[config.mk]
export PLATFORM = sky130hd
export DESIGN_NAME = vefs_nbr
export DESIGN_NICKNAME = d
export VERILOG_FILES = /design/src/sv/vefs_pkg.sv /design/src/sv/vefs_nbr.sv
export SDC_FILE = /design/constraint.sdc
export NUM_CORES = 1
export LEC_CHECK = 0
export ABC_CLOCK_PERIOD_IN_PS = 7020
export BUFFER_PORTS_ARGS = -buffer_cell sky130_fd_sc_hd__buf_2
export CAP_MARGIN = 15
export CORE_MARGIN = 4
export CORE_UTILIZATION = 40
export DETAILED_ROUTE_END_ITERATION = 8
export PLACE_DENSITY = 0.65
export SYNTH_ARGS = -nofsm -noshare
export SYNTH_HDL_FRONTEND = slang
export SYNTH_SLANG_ARGS = --single-unit
export TNS_END_PERCENT = 5
[constraint.sdc]
create_clock -name vclk -period 7.02
set_input_delay 0.351 -clock vclk [all_inputs]
set_output_delay 0.351 -clock vclk [all_outputs]
set_load 0.005 [all_outputs]
[src/sv/vefs_pkg.sv]
// Shared types, constants and a helper function for the voxel exposed-face scan unit.
package vefs_pkg;

   // Grid geometry
   localparam int EDGE_CELLS  = 16;
   localparam int TOTAL_CELLS = EDGE_CELLS * EDGE_CELLS * EDGE_CELLS;
   localparam int COORD_W     = $clog2(EDGE_CELLS);
   localparam int IDX_W       = $clog2(TOTAL_CELLS);

   // Port field widths
   localparam int IN_IDX_W  = 12;
   localparam int OUT_IDX_W = 12;
   localparam int POS_W     = 4;

   typedef logic [IDX_W-1:0]   idx_type;
   typedef logic [COORD_W-1:0] coord_type;

   localparam coord_type COORD_MAX = COORD_W'(EDGE_CELLS - 1);
   localparam idx_type   STEP_X    = IDX_W'(1);
   localparam idx_type   STEP_Y    = IDX_W'(EDGE_CELLS);
   localparam idx_type   STEP_Z    = IDX_W'(EDGE_CELLS * EDGE_CELLS);
   localparam idx_type   LAST_IDX  = IDX_W'(TOTAL_CELLS - 1);

   typedef enum logic {
      KIND_WRITE = 1'b0,
      KIND_FETCH = 1'b1
   } kind_type;

   // Which cell of the neighborhood is being examined
   typedef enum logic [2:0] {
      SIDE_CENTER,
      SIDE_XP,
      SIDE_XN,
      SIDE_YP,
      SIDE_YN,
      SIDE_ZP,
      SIDE_ZN
   } side_type;

   typedef enum logic {
      ST_IDLE,
      ST_EVAL
   } state_type;

   // Cell under test: linear index plus its coordinates
   typedef struct packed {
      idx_type   idx;
      coord_type x;
      coord_type y;
      coord_type z;
   } cell_type;

   // Neighbor address unit result
   typedef struct packed {
      idx_type addr;
      logic    at_edge;
   } nbr_type;

   // Step order of the neighborhood walk
   function automatic side_type next_side(input side_type s);
      side_type n;
      unique case (s)
         SIDE_CENTER: n = SIDE_XP;
         SIDE_XP:     n = SIDE_XN;
         SIDE_XN:     n = SIDE_YP;
         SIDE_YP:     n = SIDE_YN;
         SIDE_YN:     n = SIDE_ZP;
         SIDE_ZP:     n = SIDE_ZN;
         default:     n = SIDE_CENTER;
      endcase
      return n;
   endfunction

endpackage

[src/sv/vefs_nbr.sv]
// Shared neighbor address unit: one add or subtract plus a grid-edge compare per step.
module vefs_nbr (
   input  vefs_pkg::cell_type cur_cell,
   input  vefs_pkg::side_type side,
   output vefs_pkg::nbr_type  nbr
);

   // Offset the cell index toward the chosen face and flag a face on the grid boundary
   always_comb begin
      unique case (side)
         vefs_pkg::SIDE_CENTER: begin
            nbr.addr    = cur_cell.idx;
            nbr.at_edge = 1'b0;
         end
         vefs_pkg::SIDE_XP: begin
            nbr.addr    = cur_cell.idx + vefs_pkg::STEP_X;
            nbr.at_edge = (cur_cell.x == vefs_pkg::COORD_MAX);
         end
         vefs_pkg::SIDE_XN: begin
            nbr.addr    = cur_cell.idx - vefs_pkg::STEP_X;
            nbr.at_edge = (cur_cell.x == '0);
         end
         vefs_pkg::SIDE_YP: begin
            nbr.addr    = cur_cell.idx + vefs_pkg::STEP_Y;
            nbr.at_edge = (cur_cell.y == vefs_pkg::COORD_MAX);
         end
         vefs_pkg::SIDE_YN: begin
            nbr.addr    = cur_cell.idx - vefs_pkg::STEP_Y;
            nbr.at_edge = (cur_cell.y == '0);
         end
         vefs_pkg::SIDE_ZP: begin
            nbr.addr    = cur_cell.idx + vefs_pkg::STEP_Z;
            nbr.at_edge = (cur_cell.z == vefs_pkg::COORD_MAX);
         end
         vefs_pkg::SIDE_ZN: begin
            nbr.addr    = cur_cell.idx - vefs_pkg::STEP_Z;
            nbr.at_edge = (cur_cell.z == '0);
         end
         default: begin
            nbr.addr    = cur_cell.idx;
            nbr.at_edge = 1'b0;
         end
      endcase
   end

endmodule

# ---- Word-level counts from Yosys, hierarchy flattened
# Cells that the tools add are included.
dict set report word_totals {
  reg_bits 0
  input_bits 27
  out_inout_bits 13
  elab_cells 19
}
dict set report classes {
  addsub 6
  eq_ne 9
  mux 1
  n_reduce_logical 3
}
# op n
set op_table {}
lappend op_table {{$pmux W13 S6} 1}
lappend op_table {{$add A12 B1 Y12 const B} 1}
lappend op_table {{$add A12 B5 Y12 const B} 1}
lappend op_table {{$add A12 B9 Y12 const B} 1}
lappend op_table {{$eq A4 B4 Y1 const B} 3}
lappend op_table {{$logic_not A4 Y1} 3}
lappend op_table {{$sub A12 B1 Y12 const B} 1}
lappend op_table {{$sub A12 B5 Y12 const B} 1}
lappend op_table {{$sub A12 B9 Y12 const B} 1}
lappend op_table {{$eq A3 B3 Y1 const B} 3}
lappend op_table {{$eq A3 B2 Y1 const B} 2}
lappend op_table {{$eq A3 B1 Y1 const B} 1}

# ---- Depth between registers and ports, before layout
# Gate-level depths: netlist (run 1).
dict set report depth {
  word_depth 2
  depth_mapped 10
}

# ---- Worst setup path after synthesis (run 1)
# No wires, ideal clock.
dict set report synth_timing {
  path_type {input to output}
  startpoint {input side[1]}
  endpoint {output nbr[7] in the netlist's numbering}
  arrival_time_ps 2646
  setup_slack_ps 4023
  path_stages 10
  n_path_buf 2
  path_cell_list {buf_2 > or3b_2 > clkbuf_1 > xnor2_1 > ha_1 > or3_1 > a221oi_2 > mux2i_1 > xnor2_1 > o221ai_1}
}
# element line_no
set synth_rtl {}
lappend synth_rtl {{start, declared} vefs_nbr.sv:4} ;# input vefs_pkg::side_type side,
lappend synth_rtl {{end, declared} vefs_nbr.sv:5} ;# output vefs_pkg::nbr_type nbr

==> metrics.md, run 1 <==
| Metric | Value |
|---|---|
| CP Launch Type | input pin |
| Netlist cell types | 53 |
| Max_slew headroom | 54.9% |
| Family with the most delay on the worst path | simple AND/OR/NAND/NOR gates |
| CP Data Required Time | 6.67 ns |
| IO Port Bufs | 40 |
| CP max stage delay | 0.68 ns |
| Switching share of power | 58.1% |
| Mapped Area | 1280 µm² |
| Sequential share of power | 0% |
| Antenna cells | 0 |
| P_sw | 49.4 µW |
| Min Hold Slack | 1.02 ns |
| Clk pwr share | 0% |
| Vias post-DR | 1577 |
| Cts repair resizes | 0 |
| Yosys warnings | 0 |
| Hold Buf Count CTS | 0 |
| Arr. time, crit path | 3.13 ns |
| Layout Cells excl Fill | 262 |
| Period utilization | 49.5% |
| Largest net degree at the start of global routing | 41 |
| Vias per cell | 6.02 |
| CP most frequent cell | buf_2 |
| Die area | 4170 µm² |
| Post-CTS Setup Bufs | 0 |
| Worst vdd ir | 0.0210 mV |
| Vias in the first global route | 1342 |
| GRT overflow | 0 |
| Fmax | 0.288 GHz |
| Hold Path Class | input pin to primary output |
| Combinational power share | 100.0% |
| TritonRoute pass-1 iters | 4 |
| Core area | 3050 µm² |
| Mapped Nets | 231 |
| Cell area power density | 58.9 nW/µm² |
| Syn Area/Cell | 6.43 µm² |
| Clock buffer count | 0 |
| Leak | 0.560 nW |
| Fillers | 360 |
| Worst Path Max Fanout | 40 |
| Top post-synthesis cells by count | nand2_1 (23), clkbuf_1 (13), nor2_1 (13) |
| Crit path kind | input pin to primary output |
| Yosys top cell by area | nand2_1 |
| Status | completed |
| Final setup vio count | 0 |
| Share of layout cells above drive strength 1 | 22.5% |
| Chip height | 64.5 µm |
| Max-slew violation count | 0 |
| WP buf/inv | 3 |
| Top-count cell post-synth | nand2_1 |
| Antenna-violating nets left | 0 |
| Final #Nets | 252 |
| Synth area leaders | nand2_1 (6.8%), xnor2_1 (4.8%), mux2i_1 (4.7%), o21ai_0 (4.7%), a21oi_1 (4.3%) |
| Rows | 20 |
| Wire per inst | 14.3 µm |
| Seq/Total Area, Yosys | 0% |
| Final hold vios | 0 |
| Placer Congestion | 0.852 |
| Initial core utilization | 41.9% |
| Area share of the largest cell type after synthesis | 6.75% |
| Total negative setup slack | 0 ns |
| Worst Tran Pin Value | 0.674 ns |
| Seq_cells | 0 |
| Total Routed Length | 3740 µm |
| DP HPWL | 2770 µm |
| Multi-input logic area | 1170 µm² |
| Slowest cell on the critical path | nor3b_2 |
| Register area | 0 µm² |
| Number of DRC markers in iteration 0 | 108 |
| RSZ-0062 raised after global routing | no |
| Antenna violations before repair | 0 |
| Worst Setup End Kind | primary output |
| Placed cell count | 262 |
| Area added between synthesis and finish | 12.7% |
| Internal Power | 35.5 µW |
| Drt drc | 0 |
| Cells along the critical path | buf_2 > nor3b_2 > xnor2_1 > ha_1 > inv_1 > or4_1 > o311a_1 > nand3_1 > buf_2 |
| Mapped Cells | 199 |
| I/O Pins | 40 |
| All-Layer GR Usage | 18.6% |
| Tmin final | 3.48 ns |
| Die X | 64.5 µm |
| First-pass GRT wire length | 6560 µm |
| Max Cap Viol | 0 |
metal layers:
metal	share of wire [%]	track usage, %	up-vias
li1	-	-	794
met1	49	29.3	735
met2	46	29.6	48
met3	5.1	0.173	0
met4	0	0.528	0
met5	0	0	-
final timing paths:
check,from,end,cells after the start
max,side[2],nbr[11],9
min,cur_cell[12],nbr[1],3
cell type report:
class / count / area share [%]
multi-input cells: 173 / 81.0
inverters: 5 / 1.30
well taps: 44 / 3.82
repair buffers: 40 / 13.9
cell usage in the layout (no fill, tap or decap), types with 3 or more instances in the layout:
master    count
a21oi_1      11
a31oi_1       3
and2_1        4
and3b_1       3
buf_2        40
ha_1          4
inv_1         5
mux2i_1       6
nand2_1      23
nand3_1       8
nand3b_1      3
nand4_1       6
nand4b_1      5
nor2_1       13
nor2b_1       4
nor3_1        6
nor4_1        4
o211ai_1      3
o21ai_0      12
o22ai_1       4
or3_1         4
xnor2_1       7
xor2_1        5
cell families after synthesis:
group / share of synthesized area, %
and+or+nand+nor: 44.0
AOI/OAI and AO/OA: 28.9
buffers and inverters: 8.71
xor gates and xnor gates: 8.22
muxes: 4.70
adders and majority gates: 5.48
tightest hold or removal path: stages:
cell and delay (ns):
buf_2 0.13, xnor2_1 0.07, buf_2 0.12
power groups by stage:
stage / clock, mW / sequential (mW) / combinational (mW)
floorplan: 0 / 0 / 0.0577
global placement: 0 / 0 / 0.0842
detailed placement: 0 / 0 / 0.0844
CTS: 0 / 0 / 0.0848
global route: 0 / 0 / 0.0969
finish: 0 / 0 / 0.0849
per-stage QoR:
stage	power [mW]	instance area, µm²	util, %	setup WS (ns)
2_1_floorplan	0.0577	1280	-	4.02
3_3_place_gp	0.0842	1440	47.2	3.61
3_5_place_dp	0.0844	1440	47.2	3.59
4_1_cts	0.0848	1440	47.2	3.58
5_1_grt	0.0969	1440	47.2	3.30
6_report	0.0849	1440	47.2	3.54
No activity file was read; power rests on OpenSTA's default activity.
==> run 2, diff against run 1 <==
- ABC_CLOCK_PERIOD_IN_PS: 7020 -> 3410
- clock period: 7.02 -> 3.41 ns (I/O delays scaled with it)
==> run 2 against run 1 <==
Cell area increased by 2.1%. Final cell count increased by 1.5%. Utilization increased by 0.98 points. Die area unchanged. Global-route usage decreased by 1.4 points. Critical path depth increased by 1. Critical path type unchanged. Critical endpoint is now nbr[7].
==> metrics.md, run 2 (synthesized netlist as in run 1, its figures left out) <==
| Metric | Value |
|---|---|
| Status | completed (unchanged) |
| Share of layout cells above drive strength 1 | 23.9% (was 22.5%) |
| CP max stage delay | 0.55 ns (was 0.68 ns) |
| Final hold vios | 0 (unchanged) |
| Register area | 0 µm² (unchanged) |
| Vias post-DR | 1576 (was 1577) |
| Max Cap Viol | 0 (unchanged) |
| Cell area power density | 121 nW/µm² (was 58.9 nW/µm²) |
| Final setup vio count | 0 (unchanged) |
| Die area | 4170 µm² (unchanged) |
| Antenna violations before repair | 0 (unchanged) |
| Number of DRC markers in iteration 0 | 111 (was 108) |
| Rows | 20 (unchanged) |
| Placer Congestion | 0.863 (was 0.852) |
| Chip height | 64.5 µm (unchanged) |
| Combinational power share | 100.0% (about the same) |
| Max_slew headroom | 65.9% (was 54.9%) |
| CP Depth | 10 (was 9) |
| WP buf/inv | 2 (was 3) |
| Switching share of power | 57.3% (was 58.1%) |
| Power Total | 178 µW (was 84.9 µW) |
| Hold Buf Count CTS | 0 (unchanged) |
| Crit path kind | input pin to primary output (unchanged) |
| Vias per cell | 5.92 (was 6.02) |
| TritonRoute pass-1 iters | 4 (unchanged) |
| Sequential share of power | 0% (about the same) |
| Arr. time, crit path | 2.63 ns (was 3.13 ns) |
| Min Hold Slack | 0.659 ns (was 1.02 ns) |
| Top layer in use | met4 (was met3) |
| Cts repair resizes | 0 (unchanged) |
| CP Data Required Time | 3.24 ns (was 6.67 ns) |
| Most frequent cells in the layout | buf_2 (40), nand2_1 (23), nor2_1 (13) (unchanged) |
| Hold Path Class | input pin to primary output (unchanged) |
| Antenna-violating nets left | 0 (unchanged) |
| Met2 WL | 1690 µm (was 1720 µm) |
| Antenna cells | 0 (unchanged) |
| Wire per inst | 13.8 µm (was 14.3 µm) |
| Worst Setup End Kind | primary output (unchanged) |
| Post-CTS Setup Bufs | 0 (unchanged) |
| First-pass GRT wire length | 6180 µm (was 6560 µm) |
| Die X | 64.5 µm (unchanged) |
| Commonest non-fill, non-tap cell in the layout | buf_2 (unchanged) |
| Total negative setup slack | 0 ns (unchanged) |
| P_sw | 102 µW (was 49.4 µW) |
| RSZ-0062 raised after global routing | no (unchanged) |
| Core area | 3050 µm² (unchanged) |
| IO Port Bufs | 40 (unchanged) |
| Vias in the first global route | 1322 (was 1342) |
| Placed cell count | 266 (was 262) |
| Tmin final | 2.80 ns |
| Slowest cell on the critical path | or3b_2 (was nor3b_2) |
| Worst Tran Pin Value | 0.510 ns (was 0.674 ns) |
| I/O Pins | 40 (unchanged) |
| Clock buffer count | 0 (unchanged) |
| Area added between synthesis and finish | 15.1% (was 12.7%) |
| Drt drc | 0 (unchanged) |
| M1 WL | 1630 µm (was 1830 µm) |
| Largest net degree at the start of global routing | 39 (was 41) |
| Initial core utilization | 41.9% (unchanged) |
| Period utilization | 82.0% |
| Hold Crit Depth | 3 (unchanged) |
| Max-slew violation count | 0 (unchanged) |
| Cells along the critical path | buf_2 > or3b_2 > xnor2_1 > ha_1 > or3_1 > a221oi_2 > mux2i_1 > xnor2_1 > o221ai_1 > buf_2 (was buf_2 > nor3b_2 > xnor2_1 > ha_1 > inv_1 > or4_1 > o311a_1 > nand3_1 > buf_2) |
| Layout Cells excl Fill | 266 (was 262) |
| Family with the most delay on the worst path | simple AND/OR/NAND/NOR gates (unchanged) |
| CP Launch Type | input pin (unchanged) |
| Leak | 0.579 nW (was 0.560 nW) |
| All-Layer GR Usage | 17.2% (was 18.6%) |
| Worst vdd ir | 0.0396 mV (was 0.0210 mV) |
| DP Area | 1470 µm² (was 1440 µm²) |
| Fmax | 0.357 GHz |
| Clk pwr share | 0% (about the same) |
| Seq_cells | 0 (unchanged) |
| Total Routed Length | 3680 µm (was 3740 µm) |
| Design Area, Final | 1470 µm² (was 1440 µm²) |
| GRT overflow | 0 (unchanged) |
| DP HPWL | 2710 µm (was 2770 µm) |
| Metal3 WL | 360 µm (was 192 µm) |
| Internal Power | 75.8 µW (was 35.5 µW) |
| Final #Nets | 256 (was 252) |
| Worst Path Max Fanout | 7 (was 40) |
-- run 2: cell types whose count changed in the layout (fill, tap and decap cells not counted) --
cell / previous run / this run
buf_4: 0 / 4
-- run 2: cell type report --
class / instances / area [µm²]
well taps: 44 / 55.1
fillers: 341 / 1580
multi-input cells: 173 / 1170
inverters: 5 / 18.8
repair buffers: 44 / 230
-- run 2: metrics by stage --
step           worst slack, ns  utilization [%]
2_1_floorplan            0.774                -
3_3_place_gp             0.656             48.2
3_5_place_dp             0.611             48.2
4_1_cts                  0.613             48.2
5_1_grt                  0.374             48.2
6_report                 0.612             48.2
-- run 2: power by group through the flow --
stage | Sequential (mW) | Combinational [mW] | Clock, mW
final | 0 | 0.178 | 0
after CTS | 0 | 0.177 | 0
after floorplan | 0 | 0.119 | 0
after global routing | 0 | 0.200 | 0
after global placement | 0 | 0.176 | 0
after detailed placement | 0 | 0.176 | 0
-- run 2: worst paths after layout --
path | from | to | slack (ns)
setup / recovery | side[0] | nbr[7] | 0.61
hold / removal | cur_cell[12] | nbr[1] | 0.66
-- run 2: per-layer routing --
metal  track usage, %  vias to the layer above
li1                 -                      799
met1             26.4                      699
met2             26.5                       76
met3             1.73                        2
met4             1.58                        0
met5                0                        -
==> run 3, diff against run 2 <==
- ABC_AREA: not set -> 1
- ABC_CLOCK_PERIOD_IN_PS: 3410 -> 2810
- PLACE_DENSITY: 0.65 -> not set
- clock period: 3.41 -> 2.81 ns (I/O delays scaled with it)
==> run 3 against run 2 <==
Utilization down 0.66 points. Power up 66%. Area after synthesis up 18%. Synthesized cell count up 44%. Flip-flop and latch count unchanged. Sequential share of layout area unchanged. Clock-buffer cell count unchanged. Largest power group unchanged.
==> metrics.md, run 3 <==
| Metric | Value |
|---|---|
| Mapped Area | 1510 µm² (was 1280 µm²) |
| Synth area leaders | nand2_1 (26%), nand3_1 (12%), inv_1 (8.5%), a21oi_1 (4.3%), xor2_1 (4.1%) (was nand2_1 (6.8%), xnor2_1 (4.8%), mux2i_1 (4.7%), o21ai_0 (4.7%), a21oi_1 (4.3%)) |
| RSZ-0062 raised after global routing | no (unchanged) |
| CP max stage delay | 0.25 ns (was 0.55 ns) |
| Largest net degree at the start of global routing | 20 (was 39) |
| Vias in the first global route | 1846 (was 1322) |
| Final setup vio count | 0 (unchanged) |
| Worst Path Max Fanout | 19 (was 7) |
| Multi-input logic area | 1320 µm² (was 1170 µm²) |
| Tmin final | 2.32 ns |
| Antenna-violating nets left | 0 (unchanged) |
| WP buf/inv | 6 (was 2) |
| Vias post-DR | 1979 (was 1576) |
| First-pass GRT wire length | 8050 µm (was 6180 µm) |
| Max_slew headroom | 72.2% (was 65.9%) |
| Register area | 0 µm² (unchanged) |
| Max-slew violation count | 0 (unchanged) |
| Mapped Nets | 318 (was 231) |
| Cells along the critical path | buf_2 > inv_2 > nand3_4 > inv_4 > nand2_1 > nand2_2 > inv_1 > ha_1 > inv_1 > nand2_1 > nand2_1 > o21ai_2 > nand2_1 > nand2_1 > nand2_1 > nand3_1 > nand2_1 > buf_2 (was buf_2 > or3b_2 > xnor2_1 > ha_1 > or3_1 > a221oi_2 > mux2i_1 > xnor2_1 > o221ai_1 > buf_2) |
| Netlist cell types | 40 (was 53) |
| Hold Buf Count CTS | 0 (unchanged) |
| Fillers | 418 (was 341) |
| Commonest non-fill, non-tap cell in the layout | nand2_1 (was buf_2) |
| Area added between synthesis and finish | 15.3% (was 15.1%) |
| Final hold vios | 0 (unchanged) |
| Cts repair resizes | 0 (unchanged) |
| Yosys top cell by area | nand2_1 (unchanged) |
| GRT overflow | 0 (unchanged) |
| Leak | 1.00 nW (was 0.579 nW) |
| Crit path kind | input pin to primary output (unchanged) |
| Mapped Cells | 286 (was 199) |
| DP HPWL | 3830 µm (was 2710 µm) |
| Placer Congestion | 0.888 (was 0.863) |
| Arr. time, crit path | 2.18 ns (was 2.63 ns) |
| CP most frequent cell | nand2_1 |
| Worst Setup End Kind | primary output (unchanged) |
| Seq/Total Area, Yosys | 0% (unchanged) |
| All-Layer GR Usage | 19.0% (was 17.2%) |
| Top post-synthesis cells by count | nand2_1 (104), nand3_1 (35), inv_1 (34) (was nand2_1 (23), clkbuf_1 (13), nor2_1 (13)) |
| Die X | 69.4 µm (was 64.5 µm) |
| Layout Cells excl Fill | 371 (was 266) |
| Total negative setup slack | 0 ns (unchanged) |
| Period utilization | 82.5% |
| Core area | 3660 µm² (was 3050 µm²) |
| Placed cell count | 371 (was 266) |
| Antenna cells | 0 (unchanged) |
| Hold Crit Depth | 3 (unchanged) |
| Vias per cell | 5.33 (was 5.92) |
| Top-count cell post-synth | nand2_1 (unchanged) |
| TritonRoute pass-1 iters | 4 (unchanged) |
| Hold Path Class | input pin to primary output (unchanged) |
| IO Port Bufs | 40 (unchanged) |
| Yosys warnings | 0 (unchanged) |
| Slowest cell on the critical path | nand3_4 (was or3b_2) |
| I/O Pins | 40 (unchanged) |
| Syn Area/Cell | 5.28 µm² (was 6.43 µm²) |
| Initial core utilization | 41.2% (was 41.9%) |
| Max Cap Viol | 0 (unchanged) |
| Family with the most delay on the worst path | simple AND/OR/NAND/NOR gates (unchanged) |
| Most frequent cells in the layout | nand2_1 (104), buf_2 (40), nand3_1 (35) (was buf_2 (40), nand2_1 (23), nor2_1 (13)) |
| Clock buffer count | 0 (unchanged) |
| Worst Tran Pin Value | 0.411 ns (was 0.510 ns) |
| CP Depth | 18 (was 10) |
| Area share of the largest cell type after synthesis | 25.9% (was 6.75%) |
| Layout Utilization | 47.5% (was 48.2%) |
| Worst vdd ir | 0.0664 mV (was 0.0396 mV) |
| Drt drc | 0 (unchanged) |
| CP Data Required Time | 2.67 ns (was 3.24 ns) |
| Rows | 22 (was 20) |
| Number of DRC markers in iteration 0 | 186 (was 111) |
| Chip height | 69.4 µm (was 64.5 µm) |
| Share of layout cells above drive strength 1 | 20.1% (was 23.9%) |
| Fmax | 0.431 GHz |
| Post-CTS Setup Bufs | 0 (unchanged) |
| CP Launch Type | input pin (unchanged) |
| Wire per inst | 12.6 µm (was 13.8 µm) |
| Die area | 4820 µm² (was 4170 µm²) |
| Status | completed (unchanged) |
| Total Routed Length | 4670 µm (was 3680 µm) |
| Final #Nets | 357 (was 256) |
| Seq_cells | 0 (unchanged) |
| Cell area power density | 170 nW/µm² (was 121 nW/µm²) |
| Antenna violations before repair | 0 (unchanged) |
==> run 3: cell count changes after synthesis, moves of 6 or more <==
cell      before  now
a41oi_1        0    6
nand3_1        8   35
xnor2_1        7    0
mux2i_1        6    0
nand2_2        0    7
inv_1          5   34
nand2_1       23  104
clkbuf_1      13    0
==> run 3: worst min-delay path, delay by kind of cell <==
family	cells	cell delay, ns
XOR/XNOR	1	0.07
buffers and inverters	2	0.25
==> run 3: final timing paths <==
path / startpoint / end / slack (ns)
hold / removal: cur_cell[12] / nbr[1] / 0.59
setup / recovery: side[2] / nbr[9] / 0.49
==> run 3: kinds of logic after synthesis <==
family          after synthesis  share of synthesized area, %
buf+inv                      43                          12.3
fa+ha+maj                     5                          4.64
xor+xnor                      7                          4.06
simple gates                185                          58.3
compound gates               46                          20.7
==> run 3: power by group <==
part / leakage, nW / total (mW) / switching (mW) / internal (mW)
sequential: 0 / 0 / 0 / 0
clock: 0 / 0 / 0 / 0
combinational: 1.00 / 0.295 / 0.185 / 0.111
total: 1.00 / 0.295 / 0.185 / 0.111
==> run 3: through the flow <==
stage / power (mW) / cell area (µm²) / hold slack (ns) / setup WS (ns)
after global placement: 0.293 / 1740 / 0.594 / 0.569
after floorplan: 0.198 / 1510 / 0.336 / 1.16
after global routing: 0.335 / 1740 / 0.619 / 0.216
after CTS: 0.295 / 1740 / 0.589 / 0.489
final: 0.295 / 1740 / 0.593 / 0.491
after detailed placement: 0.293 / 1740 / 0.587 / 0.503
==> run 3: routing by layer <==
layer	GRT usage [%]	share of wire [%]
met3	1.45	5.7
met1	26.0	46
met4	2.82	0.30
met2	33.1	48
met5	0	0
==> run 3: area by class of cell <==
| cell class | instances | area share [%] |
|---|---|---|
| Timing Repair Buffer | 41 | 11.9 |
| Multi-Input combinational cell | 243 | 76.1 |
| Tap cell | 48 | 3.45 |
| Inverter | 39 | 8.56 |
